File: src/rtl/core/lvn4_pkg.sv
package lvn4_pkg;
   localparam int VAL_W = 16;
   localparam int IDX_W = 8;

   typedef enum logic [1:0] {
      CMD_SAMPLE = 2'd0,
      CMD_WR_VAL = 2'd1,
      CMD_WR_PERM = 2'd2,
      CMD_NONE = 2'd3
   } cmd_type;

   typedef enum logic [6:0] {
      ST_IDLE  = 7'b0000001,
      ST_P0    = 7'b0000010,
      ST_P1    = 7'b0000100,
      ST_P2    = 7'b0001000,
      ST_P3    = 7'b0010000,
      ST_VAL   = 7'b0100000,
      ST_BLEND = 7'b1000000
   } state_type;

   typedef struct packed {
      logic       load;
      logic [1:0] hstep;
      logic       val_rd;
      logic       blend;
      logic       next_corner;
   } ctrl_type;
endpackage

File: src/rtl/core/lvn4_ctrl.sv
module lvn4_ctrl
   import lvn4_pkg::*;
(
   input  logic     clock,
   input  logic     reset,
   input  logic     start,
   input  logic [3:0] corner,
   input  logic     blend_last,
   input  logic     rsp_stall,
   output logic     busy,
   output logic     rsp_valid,
   output ctrl_type ctrl
);
   state_type st_ff, st_in;
   logic v_ff, v_in;
   always_comb begin
      st_in = st_ff; v_in = v_ff && rsp_stall;
      ctrl = '0;
      case (st_ff)
         ST_IDLE: if (start) begin ctrl.load = 1'b1; st_in = ST_P0; end
         ST_P0: begin ctrl.hstep = 2'd0; st_in = ST_P1; end
         ST_P1: begin ctrl.hstep = 2'd1; st_in = ST_P2; end
         ST_P2: begin ctrl.hstep = 2'd2; st_in = ST_P3; end
         ST_P3: begin ctrl.hstep = 2'd3; st_in = ST_VAL; end
         ST_VAL: begin ctrl.val_rd = 1'b1; st_in = ST_BLEND; end
         ST_BLEND: begin
            // last step waits while the previous result is still stalled
            if (!(blend_last && (&corner) && v_ff && rsp_stall)) begin
               ctrl.blend = 1'b1;
               if (blend_last) begin
                  ctrl.next_corner = 1'b1;
                  if (&corner) begin v_in = 1'b1; st_in = ST_IDLE; end
                  else st_in = ST_P0;
               end
            end
         end
         default: st_in = ST_IDLE;
      endcase
   end
   always_ff @(posedge clock) begin
      if (reset) begin st_ff <= ST_IDLE; v_ff <= 1'b0; end
      else begin st_ff <= st_in; v_ff <= v_in; end
   end
   assign busy = (st_ff != ST_IDLE);
   assign rsp_valid = v_ff;
endmodule

File: config.mk
export PLATFORM = sky130hd
export DESIGN_NAME = lvn4_ctrl
export DESIGN_NICKNAME = d
export VERILOG_FILES = /design/src/rtl/core/lvn4_pkg.sv /design/src/rtl/core/lvn4_ctrl.sv
export SDC_FILE = /design/constraint.sdc
export NUM_CORES = 1
export LEC_CHECK = 0
export BUFFER_PORTS_ARGS = -buffer_cell sky130_fd_sc_hd__buf_4
export CORE_AREA = 2 2 39 41
export DETAILED_ROUTE_END_ITERATION = 6
export DIE_AREA = 0 0 41 43
export PLACE_DENSITY = 0.66
export RECOVER_POWER = 50
export SLEW_MARGIN = 20
export SYNTH_ARGS = -nofsm -noshare
export SYNTH_HDL_FRONTEND = slang
export SYNTH_SLANG_ARGS = --single-unit
File: constraint.sdc
create_clock -name clock -period 1.55 [get_ports clock]
set_clock_uncertainty 0.15 [all_clocks]
set_input_delay 0.31 -clock clock [delete_from_list [all_inputs] [get_ports clock]]
set_output_delay 0.31 -clock clock [all_outputs]
set_load 0.02 [all_outputs]
==> impl_metrics.csv <==
group,metric,value,unit
run_status,status,"complete, but fails checks",
run_status,violations,"setup timing",
route,routed_wl,1620,um
synth,yosysTopAreaCell,"dfxtp_1",
synth,avgSynthCellArea,8.65,um^2
synth,synth_async_sr_flop_share,0,
place,gp_congestion,0.752,
route,route.vias.total,622,
timing,worst_slack,-0.444,ns
synth,syn-cell-area,510,um^2
die,core-area,0.00138,mm^2
synth,synth_flop_cell,"dfxtp_1",
timing,fin_crit,1.99,ns
synth,synth_area_leaders,"dfxtp_1 (31%), a41oi_1 (5.1%), nor2_1 (4.4%)",
die,initial_core_util,0.369,
flow_run,drv_cap,0,
worst_hold_path,min_path_type,"primary input to flop",
timing,worst_slew_pin_slew,0.341,ns
synth,synthTopCellsByCount,"dfxtp_1 (8), nor2_1 (6), o21ai_0 (4)",
clock_network,cts_tree,"yes",
global_route,met2_usage,0.294,
layout,diodes,0,
place,dpl.hpwl,1080,um
synth,syn_inst,59,
clock_network,cts-htree-levels,1,
layout,fill_cells,122,
timing,hold_viol_final,0,
synth,syn_nets,68,
timing,max_freq,502,MHz
synth,synth-edff-count,0,
global_route,grt_pass1_vias,570,
synth,synthSimpleGateAreaFrac,0.375,
die,ioPinCount,17,
synth,synth_compound_area_frac,0.203,
clock_network,cts_made_buffers,3,
critical_path,worst_setup_path_end_kind,"primary output",
critical_path,crit_path_cell_trace,"or3_4, or3_4, a21oi_4, buf_6",
power,power_density,910,mW/mm^2
route,drc,0,
critical_path,cp-start-kind,"flop",
global_route,grt_pass1_wl,2360,um
layout,stdcell_count,114,
synth,yosys.area_share.xor_xnor,0.0515,
timing,final-max-slew-violation-count,0,
route,wl_per_cell,14.2,um
power,p_leak,0.401,nW
synth,synth-seq-cells,8,
clock_network,cts_root_buffer,"clkbuf_4",
place,io_buffer_count,16,
synth,synth.area.mux_share,0,
timing,rsz0062_at_grt,"yes",
synth,synth_fa_ha_area_frac,0,
route,routed_via_density,5.46,
die,die_h,43,um
critical_path,critPathArrivalTime,1.53,ns
layout,nets,109,
synth,synth_cell_types,28,
critical_path,worstPathRequired,1.09,ns
die,die_x,41,um
global_route,grt-busiest-layer,"met2",
critical_path,crit_top_cell,"or3_4",
layout,seq_area,170,um^2
critical_path,critPathMaxStageDelay,0.38,ns
route,drt_iter0_markers,18,
power,p_total,880,uW
critical_path,path_class,"flop to primary output",
layout,multi_input_comb_area,428,um^2
clock_network,cts.path.max_buffers,2,
timing,setup_viol,14,
global_route,track_usage,0.202,
route,dr.pass1.iters,5,
timing,relSlewSlack,0.772,
clock_network,cts_num_sinks,8,
global_route,grt_use_met3,0.0890,
global_route,overflow,0,
synth,yosys_warnings,0,
synth,synth_top_area_frac,0.314,
layout,drive_above_1_share,0.653,
synth,synth_top_family_by_area,"simple AND/OR/NAND/NOR gates",
power,vdd_drop_max,702,uV
critical_path,path_max_fanout,2,
layout,area_growth,89.5,%
route,drtAntennaViolNets,0,
global_route,grt_max_degree,8,
place,dp.cells,104,
critical_path,cpMaxStageDelayCell,"or3_4",
synth,seq_area_frac_synth,0.314,
timing,fin_crit_sh,1.29,
clock_network,path_clk_slew,0.05,ns
die,rows,14,
synth,yosysMostFrequentCell,"dfxtp_1",
clock_network,clock_latency,0.26,ns
die,dieArea,0.00176,mm^2
global_route,grt_antenna_before_repair,0,
global_route,use_met1,0.248,
[registers in the layout (all words and copies together) (netlist names)]
name and flops:
rsp_valid 1, st_ff 7
[where the power goes]
part           switching [mW]  internal, mW
clock network          0.0736        0.0888
registers              0.0119         0.224
logic                   0.244         0.238
total                   0.330         0.550
[worst max-delay path, delay by kind of cell (launching register included)]
kind	cells	cell delay, ns
buf+inv	1	0.12
flops	1	0.31
simple gates	2	0.73
compound gates	1	0.12
[path summary, 6_finish.rpt]
path	end	cells after the start	slack [ns]	from
worst max register to register	st_ff[1]$_SDFFE_PP0P_	7	-0.24	st_ff[5]$_SDFFE_PP0P_
worst min-delay path	st_ff[3]$_SDFFE_PP0P_	2	0.10	reset
worst max-delay path	ctrl[3]	4	-0.44	st_ff[6]$_SDFFE_PP0P_
worst min register to register	rsp_valid$_SDFF_PP0_	2	0.37	rsp_valid$_SDFF_PP0_
[placed cells by master (no fill, tap or decap), types with 3 or more instances in the layout]
cell,instances
clkbuf_4,3
dfxtp_1,4
buf_4,30
o21ai_0,3
nor2_1,3
buf_6,8
[per-layer routing]
layer | part of all wire | wire (um)
met2 | 0.53 | 850
met4 | 0.019 | 31
met5 | 0 | 0
met1 | 0.41 | 670
met3 | 0.039 | 63
[kinds of logic after synthesis]
kind of cell	Yosys count
simple gates	28
compound gates	15
xor+xnor	3
buf+inv	5
flops	8
[stage by stage]
stage	setup WS [ns]	instance area, um^2	setup TNS, ns	hold slack [ns]	util
finish	-0.444	967	-3.67	0.101	0.699
floorplan	-0.255	556	-0.843	0.229	-
CTS	-0.451	928	-2.74	0.0937	0.671
detailed placement	-0.179	795	-0.957	0.359	0.574
global route	-0.478	967	-4.44	0.102	0.699
global placement	-0.171	795	-0.876	0.350	0.574
[what timing repair did]
action | 4_1_cts | 5_1_grt
pin swaps | 5 | 6
setup endpoints to repair | 12 | 15
setup buffers | 5 | 3
resized for setup | 17 | 8
hold buffers | 0 | 0
[layout make-up]
class,count,area share
multi-input combinational,46,0.442
timing repair buffer,39,0.330
sequential,8,0.176
clock buffer,3,0.0233
tap,16,0.0207
inverter,2,0.00776
Power figures use the tool's default switching activity.
